<file path="src/rtl/nddi_pkg.sv">
// shared constants, codes and saturation helpers for the divided-difference interpolator
`timescale 1ns / 1ps
package nddi_pkg;
    localparam int DEF_MAX_NODES = 16;
    localparam int DEF_FRAC_BITS = 16;

    localparam int DATA_W  = 32;
    localparam int IDX_W   = 4;
    localparam int ERR_W   = 2;
    localparam int ODATA_W = 40;
    localparam int PADDR_W = 3;

    localparam logic [PADDR_W-1:0] REG_EVAL_POINT = 3'd0;

    localparam logic KIND_COEF  = 1'b0;
    localparam logic KIND_VALUE = 1'b1;

    localparam logic [ERR_W-1:0] ERR_OK   = 2'd0;
    localparam logic [ERR_W-1:0] ERR_DUP  = 2'd1;
    localparam logic [ERR_W-1:0] ERR_DROP = 2'd2;

    typedef logic signed [DATA_W-1:0] t_word;

    function automatic t_word sat64(input logic signed [63:0] v);
        if (v > 64'sd2147483647) begin
            return 32'sh7fffffff;
        end else if (v < -64'sd2147483648) begin
            return 32'sh80000000;
        end
        return v[31:0];
    endfunction

    function automatic t_word sat33(input logic signed [32:0] v);
        if (v[32] != v[31]) begin
            return v[32] ? 32'sh80000000 : 32'sh7fffffff;
        end
        return v[31:0];
    endfunction
endpackage

</file>
<file path="src/rtl/nddi_div.sv">
// sequential signed fixed-point divider, one quotient bit per cycle, saturated result
`timescale 1ns / 1ps
module nddi_div #(
    parameter int FRAC_BITS = nddi_pkg::DEF_FRAC_BITS
) (
    input  logic                i_clk,
    input  logic                i_rst_n,
    input  logic                i_start,
    input  nddi_pkg::t_word     i_num,
    input  nddi_pkg::t_word     i_den,
    output logic                o_busy,
    output logic                o_done,
    output nddi_pkg::t_word     o_quot
);
    localparam int DW  = 32 + FRAC_BITS;
    localparam int CNW = $clog2(DW + 1);

    logic            r_busy;
    logic            r_done;
    logic [CNW-1:0]  r_cnt;
    logic [DW-1:0]   r_dvd;
    logic [31:0]     r_rem;
    logic [31:0]     r_dmag;
    logic            r_neg;

    logic [32:0]     w_rem_sh;
    logic            w_qbit;
    logic [31:0]     w_nmag;
    logic signed [DW:0]  w_qs;
    logic signed [63:0]  w_qx;

    assign w_nmag   = i_num[31] ? 32'(-i_num) : 32'(i_num);
    assign w_rem_sh = {r_rem, r_dvd[DW-1]};
    assign w_qbit   = (w_rem_sh >= {1'b0, r_dmag});

    always_ff @(posedge i_clk) begin
        if (!i_rst_n) begin
            r_busy <= 1'b0;
            r_done <= 1'b0;
            r_cnt  <= '0;
        end else begin
            r_done <= 1'b0;
            if (i_start && !r_busy) begin
                r_busy <= 1'b1;
                r_cnt  <= CNW'(DW);
            end else if (r_busy) begin
                r_cnt <= r_cnt - 1'b1;
                if (r_cnt == CNW'(1)) begin
                    r_busy <= 1'b0;
                    r_done <= 1'b1;
                end
            end
        end
    end

    always_ff @(posedge i_clk) begin
        if (i_start && !r_busy) begin
            r_dvd  <= {w_nmag, {FRAC_BITS{1'b0}}};
            r_rem  <= '0;
            r_dmag <= i_den[31] ? 32'(-i_den) : 32'(i_den);
            r_neg  <= i_num[31] ^ i_den[31];
        end else if (r_busy) begin
            r_rem <= w_qbit ? 32'(w_rem_sh - {1'b0, r_dmag}) : w_rem_sh[31:0];
            r_dvd <= {r_dvd[DW-2:0], w_qbit};
        end
    end

    assign w_qs   = r_neg ? -$signed({1'b0, r_dvd}) : $signed({1'b0, r_dvd});
    assign w_qx   = 64'(w_qs);
    assign o_quot = nddi_pkg::sat64(w_qx);
    assign o_busy = r_busy;
    assign o_done = r_done;

    a_done_after_busy: assert property (@(posedge i_clk) disable iff (!i_rst_n)
        o_done |-> $past(r_busy) && !r_busy)
        else $error("divider done without a running division");
    a_start_idle: assert property (@(posedge i_clk) disable iff (!i_rst_n)
        i_start |-> !r_busy)
        else $error("divider started while busy");
    a_cnt_range: assert property (@(posedge i_clk) disable iff (!i_rst_n)
        r_cnt <= CNW'(DW))
        else $error("divider step count out of range");
endmodule
</file>
<file path="config.mk">
export PLATFORM = sky130hd
export DESIGN_NAME = nddi_div
export DESIGN_NICKNAME = d
export VERILOG_FILES = /design/src/rtl/nddi_pkg.sv /design/src/rtl/nddi_div.sv
export SDC_FILE = /design/constraint.sdc
export NUM_CORES = 1
export LEC_CHECK = 0
export ABC_AREA = 1
export BUFFER_PORTS_ARGS = -buffer_cell sky130_fd_sc_hd__buf_2
export CAP_MARGIN = 20
export CORE_AREA = 2 2 142 199
export DETAILED_ROUTE_END_ITERATION = 8
export DIE_AREA = 0 0 144 201
export SLEW_MARGIN = 10
export SYNTH_ARGS = -nofsm -noshare
export SYNTH_HDL_FRONTEND = slang
export SYNTH_SLANG_ARGS = --single-unit
export TNS_END_PERCENT = 10
</file>
<file path="constraint.sdc">
create_clock -name i_clk -period 3.2 [get_ports i_clk]
set_input_delay 0.64 -clock i_clk [delete_from_list [all_inputs] [get_ports i_clk]]
set_output_delay 0.64 -clock i_clk [all_outputs]
set_load 0.005 [all_outputs]
</file>
==> impl_metrics.env, run 1 <==
export IMPL_avgSynthCellArea_um2=6.306
export IMPL_start_util_pct=39.25
export IMPL_clock_latency_ns=0.43
export IMPL_grt_ovfl_total=0
export IMPL_wl_per_cell_um=15.67
export IMPL_clkSlewWorstSetupHoldPaths_ns=0.06
export IMPL_place_area_um2=11790
export IMPL_hold_path_depth=1
export IMPL_clockBufferDepth=2
export IMPL_fin_nets=1947
export IMPL_ioPinCount=101
export IMPL_final_common_cell="nand2_1"
export IMPL_p_leak_nw=6.057
export IMPL_min_period_ns=3.570
export IMPL_final_cell_mix="nand2_1 (471), inv_1 (229), nor2_1 (198), nand3_1 (128), buf_2 (96)"
export IMPL_slowest_stage="edfxtp_1"
export IMPL_grt_start_max_net_pins=51
export IMPL_antennaDiodeCount=0
export IMPL_gp_congestion=1.032
export IMPL_cts_buffers=17
export IMPL_finalClockSkew_ns=0.006813
export IMPL_htree_num_levels=4
export IMPL_violations="setup timing"
export IMPL_grt_pass1_wl_um=54600
export IMPL_dp_final_hpwl_um=27150
export IMPL_coreArea_um2=27300
export IMPL_numPortBuffers=100
export IMPL_ant_nets=0
export IMPL_dp_slack_ns=0.04921
export IMPL_r2r_cells=14
export IMPL_synthArstFlopShare_pct=0
export IMPL_finalInstanceArea_um2=12860
export IMPL_hp_class="input pin to register"
export IMPL_fmax_ghz=0.2801
export IMPL_first_global_vias=11180
export IMPL_critPathArrivalTime_ns=2.93
export IMPL_netlist_area_um2=10710
export IMPL_synth_cell_type_count=54
export IMPL_totalWireLength_um=34860
export IMPL_drc=0
export IMPL_yosysSeqAreaShare_pct=28.68
export IMPL_num_rows=72
export IMPL_root_buffer="clkbuf_16"
export IMPL_grtUsageTotal_pct=24.03
export IMPL_drv_cap=0
export IMPL_via_count=11370
export IMPL_place_inst=2165
export IMPL_rsz0062_at_grt="true"
export IMPL_die_w_um=144
export IMPL_final_cells=2225
export IMPL_fp_dieArea_um2=28940
export IMPL_worstMarginPinSlew_ns=0.6530
export IMPL_cts_sinks=121
export IMPL_cp_end_kind="output pin"
export IMPL_synth_cells=1699
export IMPL_syn_nets=1804
export IMPL_first_pass_iters=5
export IMPL_area_growth_synth_to_final_pct=20.05
export IMPL_antenna_found_initial=0
export IMPL_critPathMaxStageDelay_ns=0.46
export IMPL_crit_type="register to output pin"
export IMPL_min_period_over_period_pct=111.6
export IMPL_nFillCells=2844
export IMPL_yosys_warnings=0
export IMPL_outcome="complete, but fails checks"
export IMPL_via_per_inst=5.109
export IMPL_ys_ff_latch=121
export IMPL_finalPower_mw=7.441
export IMPL_maxSlewViolCount=0
export IMPL_fin_ws_ns=-0.3696
export IMPL_cts_tree="built"
export IMPL_first_iter_violations=687
export IMPL_start_kind="register"
export IMPL_synth_flop_cell="edfxtp_1"
export IMPL_ir_drop_mv=0.3530
export IMPL_chipHeight_um=201
export IMPL_synth_edf_count=65
export IMPL_critical_path_max_fanout=6
export IMPL_final_hold_viol_count=0
export IMPL_crit_chain="nor2_2 -> nand2_2 -> nor2_2 -> nand3_2 -> nand3_1 -> nand2_1 -> nor2_1 -> nand2_1 -> nor2_2 -> nand3_1 -> nor2_1 -> nand3_1 -> nand3_4 -> clkbuf_16 -> nand2_2 -> buf_6"
export IMPL_slew_limit_headroom_pct=56.42
export IMPL_layout_drive_gt1_share_pct=17.95
export IMPL_setup_violations=31
export IMPL_crit_required_ns=2.56
export IMPL_power_density_nw_per_um2=578.5
==> synthesized netlist by cell type, types with 6 or more instances <==
cell / number / area share, %
xnor2_1: 26 / 2.1
nor3_1: 29 / 1.4
inv_2: 7 / 0.25
inv_1: 230 / 8.1
nor2_2: 13 / 0.76
nor2_1: 223 / 7.8
dfxtp_1: 56 / 10
a21o_1: 6 / 0.42
o21ai_1: 10 / 0.47
nand3_1: 130 / 6.1
xor2_1: 24 / 2.0
nand2_2: 44 / 2.6
nand2_1: 490 / 17
a21oi_1: 64 / 3.0
o21ai_0: 72 / 3.4
clkbuf_1: 18 / 0.63
o22ai_1: 29 / 1.7
a31oi_1: 10 / 0.58
o32ai_1: 8 / 0.65
buf_2: 10 / 0.47
ha_1: 37 / 4.3
edfxtp_1: 65 / 18
nand4_1: 21 / 1.2
==> timing repair <==
| item | 4_1_cts | 5_1_grt |
|---|---|---|
| cloned | 1 | 5 |
| endpoints found under the setup margin | 31 | 31 |
| hold buffers | 0 | 0 |
| buffers inserted | 3 | 19 |
| pin swaps | 4 | 13 |
| resized for setup | 31 | 44 |
==> critical path, delay by kind of cell, from the launching register on <==
family / cells / cell delay (ns)
flops: 1 / 0.46
buf+inv: 2 / 0.30
simple gates: 14 / 1.73
==> report_power, final <==
part / total (mW) / leakage, nW / internal [mW] / switching (mW)
logic: 3.55 / 4.68 / 1.27 / 2.28
clock network: 1.78 / 0.263 / 1.05 / 0.725
registers: 2.11 / 1.11 / 1.91 / 0.202
==> area by class of cell <==
type                       instances  area, um2  area share (%)
sequential                       121       3074           23.90
tap                              370      462.9           3.599
inverter                         240      900.9           7.004
clock buffer                      21      440.4           3.424
timing repair buffer             166       1160           9.018
clock inverter                    11      85.08          0.6615
multi-input combinational       1296       6739           52.39
==> cell families after synthesis <==
kind of cell    Yosys count  share of synthesized area, %
xor+xnor                 51                         4.239
simple gates            983                         39.69
buf+inv                 283                         10.80
compound gates          223                         12.08
flops                   121                         28.68
fa+ha+maj                38                         4.508
==> registers in the layout (all words and copies together) (netlist names) <==
| name | count |
|---|---|
| r_dvd | 48 |
| r_neg | 1 |
| r_rem | 32 |
| r_cnt | 6 |
| r_dmag | 32 |
| o_busy | 1 |
| o_done | 1 |
==> routing by layer <==
layer / vias up / track usage (%) / wire length [um]
met1: 5195 / 24.92 / 13160
met5: - / 0 / 0
met3: 126 / 3.554 / 1043
li1: 5779 / - / -
met2: 267 / 44.23 / 18450
met4: 0 / 15.20 / 2199
==> stage by stage <==
step / setup TNS, ns / util [%] / hold WS [ns]
2_1_floorplan: 0 / - / 0.4453
3_3_place_gp: 0 / 43.20 / 0.4562
3_5_place_dp: 0 / 43.20 / 0.4664
4_1_cts: -8.457 / 45.67 / 0.3865
5_1_grt: -15.08 / 47.12 / 0.3878
6_report: -10.85 / 47.12 / 0.4074
==> final timing paths <==
| path | end | start | slack [ns] |
|---|---|---|---|
| setup / recovery | o_quot[22] | r_dvd[19]$_DFFE_PP_ | -0.37 |
| hold reg to reg | r_rem[31]$_SDFFE_PP0P_ | r_rem[31]$_SDFFE_PP0P_ | 0.47 |
| hold / removal | r_dmag[0]$_DFFE_PP_ | i_den[0] | 0.41 |
| setup reg to reg | r_rem[4]$_SDFFE_PP0P_ | r_dmag[1]$_DFFE_PP_ | 0.50 |
(Power assumes the default switching activity.)
==> run 2: changes to the inputs <==
--- a/config.mk
+++ b/config.mk
@@ -11,6 +11,7 @@
 export CORE_AREA = 2 2 142 199
 export DETAILED_ROUTE_END_ITERATION = 8
 export DIE_AREA = 0 0 144 201
+export PLACE_DENSITY_LB_ADDON = 0.3
 export SLEW_MARGIN = 10
 export SYNTH_ARGS = -nofsm -noshare
 export SYNTH_HDL_FRONTEND = slang
==> impl_metrics.env, run 2 (synthesis results as in run 1) <==
export IMPL_htree_num_levels=4
export IMPL_start_kind="register"
export IMPL_numPortBuffers=100
export IMPL_min_period_over_period_pct=111.4
export IMPL_fin_ws_ns=-0.3651
export IMPL_netSwitchingFraction_pct=42.71
export IMPL_grt_pass1_wl_um=55120
export IMPL_wl_per_cell_um=15.48
export IMPL_worst_path_buf_inv=4
export IMPL_cts_tree="built"
export IMPL_cts_sinks=121
export IMPL_cp_end_kind="output pin"
export IMPL_p_comb_share_pct=47.6
export IMPL_final_hold_viol_count=0
export IMPL_critical_path_max_fanout=6
export IMPL_crit_start="r_dvd[0]$_SDFFE_PP0P_"
export IMPL_largest_register_ffs=48
export IMPL_root_buffer="clkbuf_16"
export IMPL_r2r_setup_slack_ns=0.39
export IMPL_nFillCells=2830
export IMPL_coreArea_um2=27300
export IMPL_crit_chain="inv_4 -> ha_4 -> nand3_4 -> nor2_4 -> buf_6 -> nand3_4 -> nand2_4 -> nand2_2 -> nand2_2 -> nand2_2 -> nor2_4 -> nand2_1 -> nor2_1 -> nand2_1 -> nor2_2 -> nand2_2 -> nand3_4 -> clkbuf_16 -> nand2_2 -> buf_2"
export IMPL_critPathMaxStageDelay_ns=0.33
export IMPL_place_area_um2=11710
export IMPL_antenna_found_initial=0
export IMPL_r2r_start="r_dmag[16]$_DFFE_PP_"
export IMPL_p_leak_nw=6.026
export IMPL_first_global_vias=11070
export IMPL_first_pass_iters=5
export IMPL_drc=0
export IMPL_fin_nets=1940
export IMPL_rsz0062_at_grt="true"
export IMPL_grt_ovfl_total=0
export IMPL_finalInstanceArea_um2=12850
export IMPL_worstMarginPinSlew_ns=0.6275
export IMPL_slowest_stage="dfxtp_2"
export IMPL_cts_buffers=17
export IMPL_ir_drop_mv=0.3712
export IMPL_finalClockSkew_ns=0.01246
export IMPL_finalPower_mw=7.541
export IMPL_first_iter_violations=604
export IMPL_fmax_ghz=0.2805
export IMPL_top_register="r_dvd"
export IMPL_ioPinCount=101
export IMPL_place_inst=2157
export IMPL_worstHoldStart="i_den[0]"
export IMPL_dp_final_hpwl_um=26910
export IMPL_clockBufferDepth=2
export IMPL_violations="setup timing"
export IMPL_via_count=11290
export IMPL_hold_ws_ns=0.4056
export IMPL_die_w_um=144
export IMPL_gp_congestion=1.047
export IMPL_intPower_mw=4.320
export IMPL_cp_common_cell="nand2_2"
export IMPL_drv_cap=0
export IMPL_totalWireLength_um=34340
export IMPL_hp_class="input pin to register"
export IMPL_crit_required_ns=2.56
export IMPL_critPathArrivalTime_ns=2.93
export IMPL_start_util_pct=39.25
export IMPL_maxSlewViolCount=0
export IMPL_fin_util_pct=47.06
export IMPL_area_growth_synth_to_final_pct=19.90
export IMPL_via_per_inst=5.089
export IMPL_num_rows=72
export IMPL_multiInputGateArea_um2=6720
export IMPL_antennaDiodeCount=0
export IMPL_setup_violations=31
export IMPL_ant_nets=0
export IMPL_final_cells=2218
export IMPL_clock_latency_ns=0.43
export IMPL_sequentialPowerShare_pct=27.9
export IMPL_clkSlewWorstSetupHoldPaths_ns=0.06
export IMPL_final_common_cell="nand2_1"
export IMPL_outcome="complete, but fails checks"
export IMPL_min_period_ns=3.565
export IMPL_p_clk_share_pct=24.5
export IMPL_cts_hold_buffers_added=0
export IMPL_regArea_um2=3078
export IMPL_final_cell_mix="nand2_1 (471), inv_1 (229), nor2_1 (197), nand3_1 (129), buf_2 (96)"
export IMPL_critical_path_top_delay_family="simple AND/OR/NAND/NOR gates"
export IMPL_dp_slack_ns=0.01423
export IMPL_layout_drive_gt1_share_pct=17.86
export IMPL_grtUsageTotal_pct=24.25
export IMPL_power_net_switching_mw=3.220
export IMPL_chipHeight_um=201
export IMPL_setup_tns_ns=-10.54
export IMPL_fp_dieArea_um2=28940
export IMPL_power_density_nw_per_um2=587.0
export IMPL_crit_type="register to output pin"
export IMPL_slew_limit_headroom_pct=58.12
export IMPL_top_regs="r_dvd (48), r_dmag (32), r_rem (32)"
export IMPL_grt_start_max_net_pins=54
-- run 2: changes by cell type in the layout (fill, tap and decap cells not counted), moves of 3 or more --
cell and change:
buf_4 -10, nor2_2 +4, clkinvlp_4 +3, dfxtp_1 -3, dfxtp_2 +3, nand3_2 -3
nor2_4 -3
-- run 2: what timing repair did --
| action | 4_1_cts | 5_1_grt |
|---|---|---|
| cloned | 3 | 2 |
| resized for setup | 56 | 25 |
| pin swaps | 20 | 17 |
| setup endpoints to repair | 31 | 31 |
| setup buffers | 18 | 6 |
-- run 2: worst paths after layout --
check | to | cells past startpoint
worst min-delay path | r_dmag[0]$_DFFE_PP_ | 1
worst max register to register | r_rem[18]$_SDFFE_PP0P_ | 12
worst min register to register | r_rem[31]$_SDFFE_PP0P_ | 2
worst max-delay path | o_quot[9] | 20
-- run 2: power groups by stage --
stage,Sequential [mW],Combinational (mW),Clock (mW)
finish,2.10,3.59,1.84
floorplan,2.07,2.45,0
CTS,2.10,3.51,1.86
global route,2.13,4.03,1.93
global placement,2.12,3.30,0
detailed placement,2.12,3.32,0
-- run 2: cell type report --
cell class                 instances  share of cell area (%)
multi-input combinational       1296                   52.31
sequential                       121                   23.96
clock inverter                     8                  0.5649
timing repair buffer             159                   8.854
inverter                         240                   7.032
clock buffer                      24                   3.672
tap                              370                   3.604
-- run 2: metal layers --
layer | part of all wire (%) | track usage, %
met1 | 38 | 25.40
met2 | 53 | 45.44
met3 | 2.8 | 2.982
met4 | 6.2 | 14.01
met5 | 0 | 0
-- run 2: worst register-to-register path: cells and delay by family, from the launching register on --
kind / cells / cell delay (ns)
buffers and inverters: 2 / 0.34
adder cells (fa/ha/maj): 1 / 0.34
AND/OR/NAND/NOR: 6 / 0.78
AO/OA/AOI/OAI: 3 / 0.91
flip-flops: 1 / 0.32
